## src/rtl/core/base64_stream_encoder_assert.svh

```systemverilog
// Assertion macros used by the Base64 stream encoder queue RTL.
// Depends on nothing; the macros expand to nothing when SYNTHESIS is defined.
`ifndef BASE64_STREAM_ENCODER_ASSERT_SVH
`define BASE64_STREAM_ENCODER_ASSERT_SVH

`ifndef SYNTHESIS

// Clocked check that is switched off while the reset is applied.
`define B64E_ASSERT(label, clk, rst_n, prop) \
    label: assert property (@(posedge clk) disable iff (!(rst_n)) (prop)) \
        else $error("base64 encoder assertion failed");

// Clocked check that also holds during reset.
`define B64E_ASSERT_ALWAYS(label, clk, prop) \
    label: assert property (@(posedge clk) (prop)) \
        else $error("base64 encoder assertion failed");

`else

`define B64E_ASSERT(label, clk, rst_n, prop)
`define B64E_ASSERT_ALWAYS(label, clk, prop)

`endif

`endif

```

## src/rtl/core/b64e_pkg.sv

```systemverilog
// Shared types, constants and the alphabet function of the Base64 stream encoder.
// Depends on nothing; the front, queue, back and top-level RTL files use it by scoped names.
package b64e_pkg;

    // Configuration register.
    localparam int LIMIT_W = 10;
    localparam logic [LIMIT_W-1:0] LIMIT_RESET = 10'd76;

    // Line counter, saturating at its maximum.
    localparam int COUNT_W = 11;
    localparam logic [COUNT_W-1:0] COUNT_MAX = 11'd2047;

    // Byte phase within a triple.
    localparam logic [1:0] PHASE_FIRST  = 2'd0;
    localparam logic [1:0] PHASE_SECOND = 2'd1;
    localparam logic [1:0] PHASE_THIRD  = 2'd2;

    // Characters other than the alphabet.
    localparam logic [7:0] CHAR_PAD = 8'h3D;
    localparam logic [7:0] CHAR_CR  = 8'h0D;
    localparam logic [7:0] CHAR_LF  = 8'h0A;

    // Queue between the front and the back.
    localparam int QUEUE_DEPTH = 4;
    localparam int QUEUE_AW    = $clog2(QUEUE_DEPTH);
    localparam int QUEUE_CW    = QUEUE_AW + 1;

    // Number of characters one byte can cause.
    localparam int MAX_CHARS = 4;

    // One queue entry: the characters that one byte causes.
    typedef struct packed {
        logic [MAX_CHARS-1:0][7:0] chars;
        logic [1:0]                cnt_m1;
        logic                      msg_end;
    } t_rec;

    // Map a six-bit value to its character of the standard alphabet.
    function automatic logic [7:0] b64_char(input logic [5:0] v);
        logic [7:0] r;
        if (v < 6'd26) begin
            r = 8'h41 + {2'b00, v};
        end else if (v < 6'd52) begin
            r = 8'h61 + {2'b00, v} - 8'd26;
        end else if (v < 6'd62) begin
            r = 8'h30 + {2'b00, v} - 8'd52;
        end else if (v == 6'd62) begin
            r = 8'h2B;
        end else begin
            r = 8'h2F;
        end
        return r;
    endfunction

endpackage

```

## src/rtl/core/b64e_front.sv

```systemverilog
// Front of the Base64 stream encoder: takes bytes, keeps the encoding state
// and turns each byte into one queue entry. Depends on b64e_pkg.
module b64e_front (
    input  logic                            i_clk,
    input  logic                            i_rst_n,
    input  logic                            i_cfg_we,
    input  logic [b64e_pkg::LIMIT_W-1:0]    i_cfg_data,
    input  logic                            i_valid,
    output logic                            o_ready,
    input  logic [7:0]                      i_data_byte,
    input  logic                            i_last_byte,
    output logic                            o_push,
    output b64e_pkg::t_rec                  o_rec,
    input  logic                            i_full
);

    logic [b64e_pkg::LIMIT_W-1:0] r_line_limit;
    logic [1:0]                   r_phase, n_phase;
    logic [3:0]                   r_carry, n_carry;
    logic [b64e_pkg::COUNT_W-1:0] r_count, n_count;
    logic [b64e_pkg::COUNT_W:0]   sum1, sum2;
    logic [b64e_pkg::COUNT_W-1:0] cnt1, cnt2;
    logic                         accept;

    assign o_ready = !i_full;
    assign accept  = i_valid && !i_full;
    assign o_push  = accept;

    // Line count plus one or two characters, saturated.
    assign sum1 = {1'b0, r_count} + {{b64e_pkg::COUNT_W{1'b0}}, 1'b1};
    assign sum2 = {1'b0, r_count} + (b64e_pkg::COUNT_W+1)'(2);
    assign cnt1 = sum1[b64e_pkg::COUNT_W] ? b64e_pkg::COUNT_MAX
                                          : sum1[b64e_pkg::COUNT_W-1:0];
    assign cnt2 = sum2[b64e_pkg::COUNT_W] ? b64e_pkg::COUNT_MAX
                                          : sum2[b64e_pkg::COUNT_W-1:0];

    // Characters and next state for the byte on the input.
    always_comb begin
        o_rec         = '0;
        o_rec.msg_end = i_last_byte;
        n_phase       = r_phase;
        n_carry       = r_carry;
        n_count       = r_count;
        case (r_phase)
            b64e_pkg::PHASE_SECOND: begin
                o_rec.chars[0] = b64e_pkg::b64_char({r_carry[1:0], i_data_byte[7:4]});
                o_rec.cnt_m1   = 2'd0;
                n_count        = cnt1;
                n_carry        = i_data_byte[3:0];
                n_phase        = b64e_pkg::PHASE_THIRD;
                if (i_last_byte) begin
                    o_rec.chars[1] = b64e_pkg::b64_char({i_data_byte[3:0], 2'b00});
                    o_rec.chars[2] = b64e_pkg::CHAR_PAD;
                    o_rec.cnt_m1   = 2'd2;
                end
            end
            b64e_pkg::PHASE_THIRD: begin
                o_rec.chars[0] = b64e_pkg::b64_char({r_carry, i_data_byte[7:6]});
                o_rec.chars[1] = b64e_pkg::b64_char(i_data_byte[5:0]);
                o_rec.cnt_m1   = 2'd1;
                n_count        = cnt2;
                n_carry        = 4'd0;
                n_phase        = b64e_pkg::PHASE_FIRST;
                // Line break after a full group once the limit is reached.
                if ((r_line_limit != '0) &&
                    (cnt2 >= {1'b0, r_line_limit})) begin
                    o_rec.chars[2] = b64e_pkg::CHAR_CR;
                    o_rec.chars[3] = b64e_pkg::CHAR_LF;
                    o_rec.cnt_m1   = 2'd3;
                    n_count        = '0;
                end
            end
            default: begin
                // The unused phase code acts as the start of a triple.
                o_rec.chars[0] = b64e_pkg::b64_char(i_data_byte[7:2]);
                o_rec.cnt_m1   = 2'd0;
                n_count        = cnt1;
                n_carry        = {2'b00, i_data_byte[1:0]};
                n_phase        = b64e_pkg::PHASE_SECOND;
                if (i_last_byte) begin
                    o_rec.chars[1] = b64e_pkg::b64_char({i_data_byte[1:0], 4'b0000});
                    o_rec.chars[2] = b64e_pkg::CHAR_PAD;
                    o_rec.chars[3] = b64e_pkg::CHAR_PAD;
                    o_rec.cnt_m1   = 2'd3;
                end
            end
        endcase
        // The end of a message returns the state to its reset value.
        if (i_last_byte) begin
            n_phase = b64e_pkg::PHASE_FIRST;
            n_carry = 4'd0;
            n_count = '0;
        end
    end

    // Configuration register.
    always_ff @(posedge i_clk) begin
        if (!i_rst_n) begin
            r_line_limit <= b64e_pkg::LIMIT_RESET;
        end else if (i_cfg_we) begin
            r_line_limit <= i_cfg_data;
        end
    end

    // Encoding state, updated on each accepted beat.
    always_ff @(posedge i_clk) begin
        if (!i_rst_n) begin
            r_phase <= b64e_pkg::PHASE_FIRST;
            r_carry <= 4'd0;
            r_count <= '0;
        end else if (accept) begin
            r_phase <= n_phase;
            r_carry <= n_carry;
            r_count <= n_count;
        end
    end

endmodule

```

## src/rtl/core/b64e_queue.sv

```systemverilog
// Short queue of character groups between the front and the back.
// Depends on b64e_pkg and the assertion macro header.
`include "base64_stream_encoder_assert.svh"

module b64e_queue (
    input  logic           i_clk,
    input  logic           i_rst_n,
    input  logic           i_push,
    input  b64e_pkg::t_rec i_rec,
    output logic           o_full,
    input  logic           i_pop,
    output logic           o_valid,
    output b64e_pkg::t_rec o_rec
);

    b64e_pkg::t_rec                r_mem [b64e_pkg::QUEUE_DEPTH];
    logic [b64e_pkg::QUEUE_AW-1:0] r_wr_ptr;
    logic [b64e_pkg::QUEUE_AW-1:0] r_rd_ptr;
    logic [b64e_pkg::QUEUE_CW-1:0] r_count;
    logic                          push_fire;
    logic                          pop_fire;

    assign o_full    = (r_count == b64e_pkg::QUEUE_CW'(b64e_pkg::QUEUE_DEPTH));
    assign o_valid   = (r_count != '0);
    assign o_rec     = r_mem[r_rd_ptr];
    assign push_fire = i_push && !o_full;
    assign pop_fire  = i_pop && o_valid;

    // Entry storage.
    always_ff @(posedge i_clk) begin
        if (push_fire) begin
            r_mem[r_wr_ptr] <= i_rec;
        end
    end

    // Pointers and fill count.
    always_ff @(posedge i_clk) begin
        if (!i_rst_n) begin
            r_wr_ptr <= '0;
            r_rd_ptr <= '0;
            r_count  <= '0;
        end else begin
            if (push_fire) begin
                r_wr_ptr <= r_wr_ptr + 1'b1;
            end
            if (pop_fire) begin
                r_rd_ptr <= r_rd_ptr + 1'b1;
            end
            if (push_fire && !pop_fire) begin
                r_count <= r_count + 1'b1;
            end else if (pop_fire && !push_fire) begin
                r_count <= r_count - 1'b1;
            end
        end
    end

    // The fill count never passes the depth.
    `B64E_ASSERT(a_count_bound, i_clk, i_rst_n, r_count <= b64e_pkg::QUEUE_CW'(b64e_pkg::QUEUE_DEPTH))
    // An empty queue has both pointers at the same entry.
    `B64E_ASSERT(a_empty_ptrs, i_clk, i_rst_n, (r_count == '0) |-> (r_wr_ptr == r_rd_ptr))
    // A push without a pop grows the queue by one entry.
    `B64E_ASSERT(a_push_grows, i_clk, i_rst_n, (push_fire && !pop_fire) |=> (r_count == $past(r_count) + 1'b1))

endmodule

```

## src/rtl/core/b64e_back.sv

```systemverilog
// Back of the Base64 stream encoder: sends the characters of each queue
// entry one beat at a time through an output register. Depends on b64e_pkg.
module b64e_back (
    input  logic           i_clk,
    input  logic           i_rst_n,
    input  logic           i_q_valid,
    input  b64e_pkg::t_rec i_q_rec,
    output logic           o_pop,
    output logic           o_valid,
    input  logic           i_ready,
    output logic [7:0]     o_out_char,
    output logic           o_run_last,
    output logic           o_message_end
);

    logic       r_valid;
    logic [1:0] r_idx;
    logic [7:0] r_char;
    logic       r_run_last;
    logic       r_msg_end;
    logic       load;
    logic       at_last;

    assign load    = i_q_valid && (!r_valid || i_ready);
    assign at_last = (r_idx == i_q_rec.cnt_m1);
    assign o_pop   = load && at_last;

    assign o_valid       = r_valid;
    assign o_out_char    = r_char;
    assign o_run_last    = r_run_last;
    assign o_message_end = r_msg_end;

    // Output control: character index within the entry and the valid flag.
    always_ff @(posedge i_clk) begin
        if (!i_rst_n) begin
            r_valid <= 1'b0;
            r_idx   <= 2'd0;
        end else if (load) begin
            r_valid <= 1'b1;
            r_idx   <= at_last ? 2'd0 : r_idx + 2'd1;
        end else if (i_ready) begin
            r_valid <= 1'b0;
        end
    end

    // Output payload.
    always_ff @(posedge i_clk) begin
        if (load) begin
            r_char     <= i_q_rec.chars[r_idx];
            r_run_last <= at_last;
            r_msg_end  <= at_last && i_q_rec.msg_end;
        end
    end

endmodule

```

## src/rtl/core/base64_stream_encoder.sv

```systemverilog
// Top level of the Base64 stream encoder with line breaks.
// Depends on b64e_pkg, b64e_front, b64e_queue and b64e_back.
//
// Takes one message byte per beat and sends Base64 characters (A-Z a-z 0-9 + /),
// one per output beat, with '=' padding on a short final group and CR LF after
// a full group once the line count reaches the line limit (zero: no breaks,
// reset value 76). Each accepted byte causes one to four characters; the output
// side sends one character per cycle while the receiver is ready, so the single
// character output port limits the rate; a four-entry queue between the byte
// front end and the character sender lets bytes enter while characters drain.
// The user must write the line limit only while the block is idle; the block
// itself does not enforce it.
module base64_stream_encoder (
    input  logic                         i_clk,
    input  logic                         i_rst_n,
    input  logic                         i_cfg_we,
    input  logic [b64e_pkg::LIMIT_W-1:0] i_cfg_data,
    input  logic                         i_valid,
    output logic                         o_ready,
    input  logic [7:0]                   i_data_byte,
    input  logic                         i_last_byte,
    output logic                         o_valid,
    input  logic                         i_ready,
    output logic [7:0]                   o_out_char,
    output logic                         o_run_last,
    output logic                         o_message_end
);

    logic           push;
    logic           full;
    logic           pop;
    logic           q_valid;
    b64e_pkg::t_rec push_rec;
    b64e_pkg::t_rec head_rec;

    // Byte intake and classification.
    b64e_front u_front (
        .i_clk       (i_clk),
        .i_rst_n     (i_rst_n),
        .i_cfg_we    (i_cfg_we),
        .i_cfg_data  (i_cfg_data),
        .i_valid     (i_valid),
        .o_ready     (o_ready),
        .i_data_byte (i_data_byte),
        .i_last_byte (i_last_byte),
        .o_push      (push),
        .o_rec       (push_rec),
        .i_full      (full)
    );

    // Character group queue.
    b64e_queue u_queue (
        .i_clk   (i_clk),
        .i_rst_n (i_rst_n),
        .i_push  (push),
        .i_rec   (push_rec),
        .o_full  (full),
        .i_pop   (pop),
        .o_valid (q_valid),
        .o_rec   (head_rec)
    );

    // Character sender.
    b64e_back u_back (
        .i_clk         (i_clk),
        .i_rst_n       (i_rst_n),
        .i_q_valid     (q_valid),
        .i_q_rec       (head_rec),
        .o_pop         (pop),
        .o_valid       (o_valid),
        .i_ready       (i_ready),
        .o_out_char    (o_out_char),
        .o_run_last    (o_run_last),
        .o_message_end (o_message_end)
    );

endmodule

```

## config.mk

```make
export PLATFORM = sky130hd
export DESIGN_NAME = base64_stream_encoder
export DESIGN_NICKNAME = d
export VERILOG_FILES = /design/src/rtl/core/b64e_pkg.sv /design/src/rtl/core/b64e_front.sv /design/src/rtl/core/b64e_queue.sv /design/src/rtl/core/b64e_back.sv /design/src/rtl/core/base64_stream_encoder.sv
export VERILOG_INCLUDE_DIRS = /design/src /design/src/rtl/core
export SDC_FILE = /design/constraint.sdc
export NUM_CORES = 1
export LEC_CHECK = 0
export ABC_CLOCK_PERIOD_IN_PS = 3300
export BUFFER_PORTS_ARGS = -buffer_cell sky130_fd_sc_hd__buf_2
export CORE_MARGIN = 2
export CORE_UTILIZATION = 59
export DETAILED_ROUTE_END_ITERATION = 8
export PLACE_DENSITY = 0.77
export SKIP_CTS_REPAIR_TIMING = 1
export SLEW_MARGIN = 15
export SYNTH_ARGS = -nofsm -noshare
export SYNTH_HDL_FRONTEND = slang
export SYNTH_SLANG_ARGS = --single-unit
```

## constraint.sdc

```tcl
create_clock -name i_clk -period 3.3 [get_ports i_clk]
set_input_delay 0.33 -clock i_clk [delete_from_list [all_inputs] [get_ports i_clk]]
set_output_delay 0.33 -clock i_clk [all_outputs]
set_load 0.03 [all_outputs]
```

After elaboration in Yosys (flattened, before gate mapping)
Memories as Yosys holds them, arrays and structs flattened. A register that Yosys moved wholly into a read port is not among the register bits.
Cells that the tools add are included.
Operators by class
  add/subtract/negate cells: 37
  order comparisons: 20
  equal/unequal tests: 8
  muxes and demuxes: 50
  reduce and logical (&&, ||, !) cells: 18
Operators with widths (count)
  $mux 8: 19
  $add 7x6->8 const A: 12
  $lt 6x6->1 const B: 12
  $mux 11: 5
  $pmux 26 s2: 1
  $sub 8x5->8 const B: 6
  $sub 8x6->8 const B: 6
  $add 6x6->7 const A: 6
  $lt 6x5->1 const B: 6
  $eq 6x6->1 const B: 4
  $mux 22: 1
  $mux 3: 6
  $bmux 8 s2: 1
  $mux 14: 1
  $mux 2: 7
  $add 11x1->12 const B: 1
  $add 11x2->12 const B: 1
  $mux 12: 1
  $pmux 6 s2: 1
  $ge 11x10->1: 1
  $reduce_bool 10->1: 1
  $logic_and 1x1->1: 9
  $pmux 4 s2: 1
  $add 2x1->2 const B: 3
  other kinds (14): 21
Word-level totals
  register bits after elaboration: 47
  RAM bits: 132
  input port bits: 24
  output and inout bits: 12
  word-level logic and storage cells: 146
  memories kept: 1
Memories
  u_queue.r_mem: words 4, width 33, read ports 1, clocked after memory_dff 1, write ports 1, line b64e_queue.sv:16  | b64e_pkg::t_rec r_mem [b64e_pkg::QUEUE_DEPTH];

Logic depth before layout (Yosys ltp)
Gate-level depths: netlist of run 1.
  word-level depth: 8
  mapped depth: 13
  mapped depth without buffers: 11

Cells and area by module
A second synthesis of run 1 with hierarchy kept.
Second synthesis, totals
  cells, all modules: 834
  area, all modules: 10146.0 um^2
By module, submodules not included
  b64e_queue: times used 1, cells an instance 231, area an instance 5585.4 um^2, seq. area each 4384.2 um^2
  b64e_front: times used 1, cells an instance 561, area an instance 3852.4 um^2, seq. area each 540.5 um^2
  b64e_back: times used 1, cells an instance 42, area an instance 708.2 um^2, seq. area each 360.3 um^2

Worst setup path after synthesis of run 1
OpenSTA, ideal clock, no wires.
  path type: register -> register
  from: register u_front.r_count[4] (netlist bit)
  to: memory u_queue.r_mem[0][30] (netlist bit), data pin
  setup time: 0.201 ns
  arrival: 2.589 ns
  data required time: 3.099 ns
  slack: 0.510 ns
  stages on the path, launching flop included: 14
  buffers on the path: 2
  clock period less this slack: 2.790 ns
  cells stage by stage: dfxtp_1 -> buf_2 -> nand4_2 -> or2_2 -> clkbuf_1 -> nor2_1 -> nor2_1 -> ha_1 -> nand2b_1 -> a31oi_1 -> or3_1 -> a21o_1 -> and2_1 -> o21ai_0
RTL lines
  start, declared: line b64e_front.sv:20  | logic [b64e_pkg::COUNT_W-1:0] r_count, n_count;
  start signal, assigned: line b64e_front.sv:114  | r_count <= n_count;
  end, declared: line b64e_queue.sv:16

==> results of run 1 <==
[worst max-delay path, cell delays in order (launching register included)]
cell and delay [ps]:
dfxtp_1 520, nand4_2 230, or2_2 420, a21oi_1 320
ha_1 300, nand2_1 80, o21ai_0 90, a211oi_1 260
a21o_1 160, and2_1 230, o21ai_1 140
[layer usage]
metal	GRT usage	vias to the layer above	routed length, microns
li1	-	2983	-
met3	0.0474	28	1300
met5	0	-	0
met1	0.370	3129	8230
met2	0.445	331	9730
met4	0.0927	0	309
[state kept, by name (all words and copies together) (netlist names), 2 cells and up, named ones only]
signal,flops
u_queue.r_rd_ptr,2
u_queue.r_mem,92
u_queue.r_wr_ptr,2
u_back.r_idx,2
u_front.r_carry,4
u_front.r_phase,2
u_back.o_out_char,8
u_queue.r_count,3
u_front.r_line_limit,10
u_front.r_count,11
[power by group through the flow]
stage / Clock, mW / Combinational [mW] / Sequential [mW]
2_1_floorplan: 0 / 1.02 / 2.51
3_3_place_gp: 0 / 1.47 / 2.38
3_5_place_dp: 0 / 1.52 / 2.39
4_1_cts: 1.83 / 1.54 / 2.36
5_1_grt: 1.90 / 1.67 / 2.39
6_report: 1.81 / 1.54 / 2.36
[worst max path at each step]
stage          cells after the start                    to                from
6_report                          10  u_queue.r_mem[1][30]  u_front.r_count[4]
5_1_grt                           11  u_queue.r_mem[2][30]  u_front.r_count[4]
4_1_cts                           11  u_queue.r_mem[1][30]  u_front.r_count[4]
3_5_place_dp                      11  u_queue.r_mem[1][30]  u_front.r_count[4]
3_3_place_gp                      11  u_queue.r_mem[2][30]  u_front.r_count[4]
2_1_floorplan                     13  u_queue.r_mem[0][30]  u_front.r_count[4]
[cell usage after synthesis (7+ instances only)]
cell	n	share of area
nor2_1	48	0.022
mux2i_1	11	0.013
inv_1	37	0.017
o22ai_1	8	0.0060
o211ai_1	10	0.0091
a31oi_1	12	0.0091
clkbuf_1	36	0.016
a21oi_1	65	0.039
xor2_1	10	0.011
ha_1	47	0.071
dfxtp_1	39	0.094
mux4_2	22	0.060
o21ai_0	38	0.023
buf_2	10	0.0060
and3_1	7	0.0053
xnor2_1	32	0.034
a21o_1	13	0.012
nor2b_1	10	0.0075
nand2_1	74	0.033
a22oi_1	8	0.0072
a211oi_1	9	0.0081
nand2b_1	12	0.0091
nor3_1	15	0.0091
edfxtp_1	102	0.37
nand3_1	26	0.016
[cell families after synthesis]
family | after synthesis
flops | 141
buf+inv | 94
simple gates | 224
compound gates | 206
mux | 39
xor+xnor | 42
fa+ha+maj | 48
[through the flow]
stage               hold WS, ps  std cells  area (sq um)  setup slack [ps]  utilization
finish                      147       1008          9180               240        0.664
global route                143       1008          9180              21.7        0.664
CTS                         131       1008          9180               165        0.664
detailed placement          466        976          8610               167        0.623
global placement            452        976          8610               395        0.623
floorplan                   429        794          8290               510            -
[placed cells by master (no fill, tap or decap), types with 22 or more instances in the layout]
cell type    n
xnor2_1     32
dfxtp_1     39
buf_2       35
inv_1       37
nand2_1     74
mux4_2      22
nor2_1      48
a21oi_1     65
o21ai_0     37
ha_1        47
nand3_1     26
edfxtp_1   102
[area by class of cell]
cell class / instances / share of cell area
clock inverters: 15 / 0.0153
flip-flops and latches: 141 / 0.419
multi-input cells: 559 / 0.443
well taps: 180 / 0.0245
inverters: 41 / 0.0168
clock buffers: 17 / 0.0464
repair buffers: 55 / 0.0354
==> flow_metrics.py, run 1 <==
metrics = {
    "run_status": {
        "outcome": "completed",
    },
    "sta": {
        "timing_worst_slew_pin_value_ps": 909,
        "min_period_ps": 3060,
        "setup_viol": 0,
        "slew_headroom": 0.389,
        "fmax_ghz": 0.327,
        "skew_ps": 9.66,
        "fin_tns_setup_ps": 0,
        "finalMaxSlewViolations": 0,
        "hold_violations": 0,
        "period_share": 0.927,
        "rsz0062_at_grt": "false",
    },
    "worst_setup_path": {
        "r2r_cells": 10,
        "reg2reg_slack_ps": 240,
        "worst_ep_required_time_ps": 3410,
        "r2r_start": "u_front.r_count[4]",
        "crit_arrival_ps": 3170,
        "criticalPathCategory": "flip-flop to flip-flop",
        "r2r_end": "u_queue.r_mem[1][30]",
        "worstPathMaxFanout": 9,
        "start_kind": "flip-flop",
        "crit_path_end_kind": "flip-flop",
    },
    "routing": {
        "drc_errors": 0,
        "vias": 6471,
        "drt.antenna.violating_nets": 0,
        "drt_iter0_markers": 696,
        "dr.pass1.iters": 5,
        "routed_wl_microns": 19600,
        "wire_per_inst_microns": 19.4,
        "vias_per_cell": 6.42,
    },
    "pwr": {
        "p_clk_frac": 0.317,
        "switching_share": 0.318,
        "power_frac_seq": 0.413,
        "powerDensity_nw_per_um2": 623,
        "p_total_mw": 5.72,
        "p_switching_mw": 1.82,
        "ir_drop_uv": 410,
        "pwr-share-comb": 0.270,
        "p_int_mw": 3.90,
        "leakagePower_nw": 3.38,
    },
    "floorplanning": {
        "ios": 36,
        "core_sq_um": 13800,
        "die_x_microns": 123,
        "dieArea_sq_um": 15000,
        "rows": 43,
        "die_h_microns": 123,
        "initial_core_util": 0.600,
    },
    "synth": {
        "ys_types": 70,
        "synth_edf_count": 102,
        "async_flop_share": 0,
        "synthMuxAreaShare": 0.0848,
        "synth_top_family_by_area": "compound AO/OA/AOI/OAI gates",
        "synth_nets": 866,
        "seq_area_frac_synth": 0.464,
        "synthXorXnorAreaFrac": 0.0444,
        "synthAdderAreaFrac": 0.0733,
        "synth.cell_area_sq_um": 8290,
        "ys_warn_count": 0,
        "synth_compound_area_frac": 0.158,
        "ys_seq_elements": 141,
        "syn_inst": 794,
        "synth_flop_cell": "edfxtp_1",
        "synthSimpleGateAreaFrac": 0.129,
        "postSynthAreaPerCell_sq_um": 10.4,
    },
    "hold_path": {
        "hp-start": "i_cfg_data[2]",
        "holdPathStages": 3,
        "hold_class": "input port to flip-flop",
        "min_to": "u_front.r_line_limit[2]",
    },
    "global_route": {
        "grt_pass1_vias": 6137,
        "grt.total_usage": 0.273,
        "antenna_found_initial": 0,
        "overflow": 0,
        "grt_first_pass_wirelength_microns": 31500,
        "grt_max_degree": 26,
    },
    "clocking": {
        "clkSlewWorstSetupHoldPaths_ps": 60,
        "cts.sinks": 141,
        "h-tree-depth": 4,
        "cts_tree": "built",
        "clockBufferDepth": 2,
        "clock_latency_ps": 410,
        "cts_buffers": 17,
        "root_buffer": "clkbuf_16",
    },
    "layout": {
        "area_growth_pct": 10.7,
        "final-seq-area_sq_um": 3840,
        "fillers": 982,
        "diodes": 0,
        "layout.nets": 887,
        "drive_above_1_share": 0.144,
        "multi_input_area_sq_um": 4060,
    },
    "placed_design": {
        "routabilityCongestion": 1.01,
        "port_buffers": 35,
        "dpl.hpwl_microns": 13200,
    },
    "run": {
        "cap_violations": 0,
    },
}
Power figures use the tool's default switching activity.
==> run 2, diff against run 1 <==
--- a/config.mk
+++ b/config.mk
@@ -6,14 +6,16 @@
 export SDC_FILE = /design/constraint.sdc
 export NUM_CORES = 1
 export LEC_CHECK = 0
+export ABC_AREA = 1
 export ABC_CLOCK_PERIOD_IN_PS = 3300
 export BUFFER_PORTS_ARGS = -buffer_cell sky130_fd_sc_hd__buf_2
 export CORE_MARGIN = 2
 export CORE_UTILIZATION = 59
 export DETAILED_ROUTE_END_ITERATION = 8
-export PLACE_DENSITY = 0.77
+export PLACE_DENSITY = 0.76
 export SKIP_CTS_REPAIR_TIMING = 1
 export SLEW_MARGIN = 15
 export SYNTH_ARGS = -nofsm -noshare
 export SYNTH_HDL_FRONTEND = slang
+export SYNTH_HIERARCHICAL = 1
 export SYNTH_SLANG_ARGS = --single-unit
==> flow_metrics.py, run 2 <==
metrics = {
    "synth": {
        "synth.cell_area_sq_um": 10400,
        "yosysTopAreaCell": "edfxtp_1",
        "synth_top_area_frac": 0.432,
        "yosys-top-cells-area": "edfxtp_1, dfxtp_1, nand2_1, o21ai_0, nor2_1",
        "synthTopCellsByCount": "nand2_1, nor2_1, edfxtp_1",
        "synth_flop_cell": "edfxtp_1",
        "yosysMostFrequentCell": "nand2_1",
        "ys_types": 47,
        "postSynthAreaPerCell_sq_um": 8.82,
        "ys_warn_count": 6,
        "async_flop_share": 0,
        "syn_inst": 1181,
        "ys_seq_elements": 189,
        "synth_edf_count": 150,
        "seq_area_frac_synth": 0.507,
    },
    "sta": {
        "rsz0062_at_grt": "false",
        "setup_viol": 0,
        "period_share": 0.857,
        "finalMaxSlewViolations": 0,
        "timing_worst_slew_pin_value_ps": 807,
        "layout_setup_ws_ps": 472,
        "slew_headroom": 0.455,
        "hold_violations": 0,
        "fmax_ghz": 0.354,
        "min_period_ps": 2830,
        "skew_ps": 8.59,
        "fin_tns_setup_ps": 0,
    },
    "routing": {
        "vias": 8405,
        "drc_errors": 0,
        "dr.pass1.iters": 5,
        "routed_wl_microns": 24200,
        "drt.antenna.violating_nets": 0,
        "drt_iter0_markers": 791,
        "wire_per_inst_microns": 16.9,
        "vias_per_cell": 5.86,
    },
    "placed_design": {
        "dpl.hpwl_microns": 16300,
        "postPlaceCellArea_sq_um": 10700,
        "routabilityCongestion": 0.988,
        "port_buffers": 35,
        "dp_slack_ps": 174,
    },
    "floorplanning": {
        "die_x_microns": 137,
        "initial_core_util": 0.602,
        "die_h_microns": 137,
        "rows": 48,
        "core_sq_um": 17300,
        "ios": 36,
        "dieArea_sq_um": 18700,
    },
    "layout": {
        "regMostFlops": "u_queue/r_mem",
        "area_growth_pct": 7.96,
        "final_common_cell": "nand2_1",
        "diodes": 0,
        "largest_reg_flops": 140,
        "fin_area_sq_um": 11200,
        "largestRegisters": "u_queue/r_mem (140), u_front/r_count (11), u_front/r_line_limit (10)",
        "final_cell_mix": "nand2_1, edfxtp_1, nor2_1",
        "layout.nets": 1264,
        "drive_above_1_share": 0.108,
        "fin_util": 0.650,
    },
    "hold_path": {
        "hold_class": "input port to flip-flop",
    },
    "pwr": {
        "p_total_mw": 7.24,
        "powerDensity_nw_per_um2": 644,
        "ir_drop_uv": 444,
        "leakagePower_nw": 4.53,
    },
    "clocking": {
        "h-tree-depth": 4,
        "root_buffer": "clkbuf_16",
        "cts.sinks": 189,
        "cts_buffers": 17,
        "cts_tree": "built",
        "clockBufferDepth": 2,
        "clkSlewWorstSetupHoldPaths_ps": 70,
        "clock_latency_ps": 430,
    },
    "worst_setup_path": {
        "crit_arrival_ps": 2980,
        "worstPathMaxFanout": 16,
        "worst_ep_required_time_ps": 3450,
        "start_kind": "flip-flop",
        "crit_path_end_kind": "flip-flop",
        "criticalPathCategory": "flip-flop to flip-flop",
    },
    "run_status": {
        "outcome": "completed",
    },
    "global_route": {
        "antenna_found_initial": 0,
        "overflow": 0,
        "grt_max_degree": 47,
        "grt_first_pass_wirelength_microns": 38700,
        "grt.total_usage": 0.268,
        "grt_pass1_vias": 7778,
    },
    "run": {
        "cap_violations": 0,
    },
}
## run 2: changes by cell type after synthesis, moves of 13 or more
cell / before / now
clkbuf_1: 36 / 11
mux4_2: 22 / 0
inv_1: 37 / 106
nand2_1: 74 / 202
o22ai_1: 8 / 46
nor2_1: 48 / 151
buf_4: 1 / 23
a21o_1: 13 / 0
nand3_1: 26 / 66
xnor2_1: 32 / 3
o21ai_1: 0 / 22
edfxtp_1: 102 / 150
nand4_1: 3 / 17
o21ai_0: 38 / 123
## run 2: per-stage QoR
stage,instances,hold slack (ps)
floorplan,1185,430
CTS,1434,96.6
finish,1434,113
global placement,1403,476
detailed placement,1403,480
global route,1434,126
## run 2: path summary, 6_finish.rpt
path | start | end | slack (ps) | cells past startpoint
max | u_front/r_count[3] | u_queue/r_mem[1][21] | 470 | 16
min | i_cfg_data[3] | u_front/r_line_limit[3] | 110 | 3
max reg2reg | u_front/r_count[3] | u_queue/r_mem[1][21] | 470 | 16
min reg2reg | u_front/r_line_limit[1] | u_front/r_line_limit[1] | 480 | 2
## run 2: cells by family (layout without fill, tap and decap cells)
family / Yosys count / count (layout) / share of synthesized area
AND/OR/NAND/NOR: 470 / 470 / 0.194
AO/OA/AOI/OAI: 281 / 281 / 0.150
flip-flops: 189 / 189 / 0.507
buffers and inverters: 180 / 204 / 0.0814
adder cells (fa/ha/maj): 43 / 43 / 0.0524
XOR/XNOR: 17 / 17 / 0.0143
other: 1 / 5 / 0.000360
## run 2: layout make-up
cell class                      count  area, sq um
Fill cell                        1407         6050
Inverter                          117          442
Multi-Input combinational cell    816         4340
Clock buffer                       17          425
Timing Repair Buffer               56          333
Sequential cell                   189         5290
Tap cell                          225          282
Clock inverter                     14          144
## run 2: where the power goes
group	switching, mW	leakage, nW	internal (mW)
combinational	1.44	2.54	0.568
sequential	0.168	1.71	3.10
clock	0.855	0.281	1.11
## run 2: worst max-delay path: stages, from the launching register on
cell     delay [ps]
dfxtp_1         420
nand2_1         160
nor2_4          220
inv_1            90
o21ai_0         170
nand3_1         130
ha_1            320
nand2_1          60
nor2_1          130
nand2_1          70
nand2_1          50
nand2_1          50
nand2_1          50
nand2_1          50
nand2_2          80
nand2_4          50
o22ai_2         430
## run 2: metal layers
metal / global-route usage / vias up / wire length, microns
met2: 0.445 / 340 / 11700
met4: 0.101 / 0 / 605
met5: 0 / - / 0
met3: 0.0433 / 54 / 1560
met1: 0.355 / 3943 / 10400
li1: - / 4068 / -
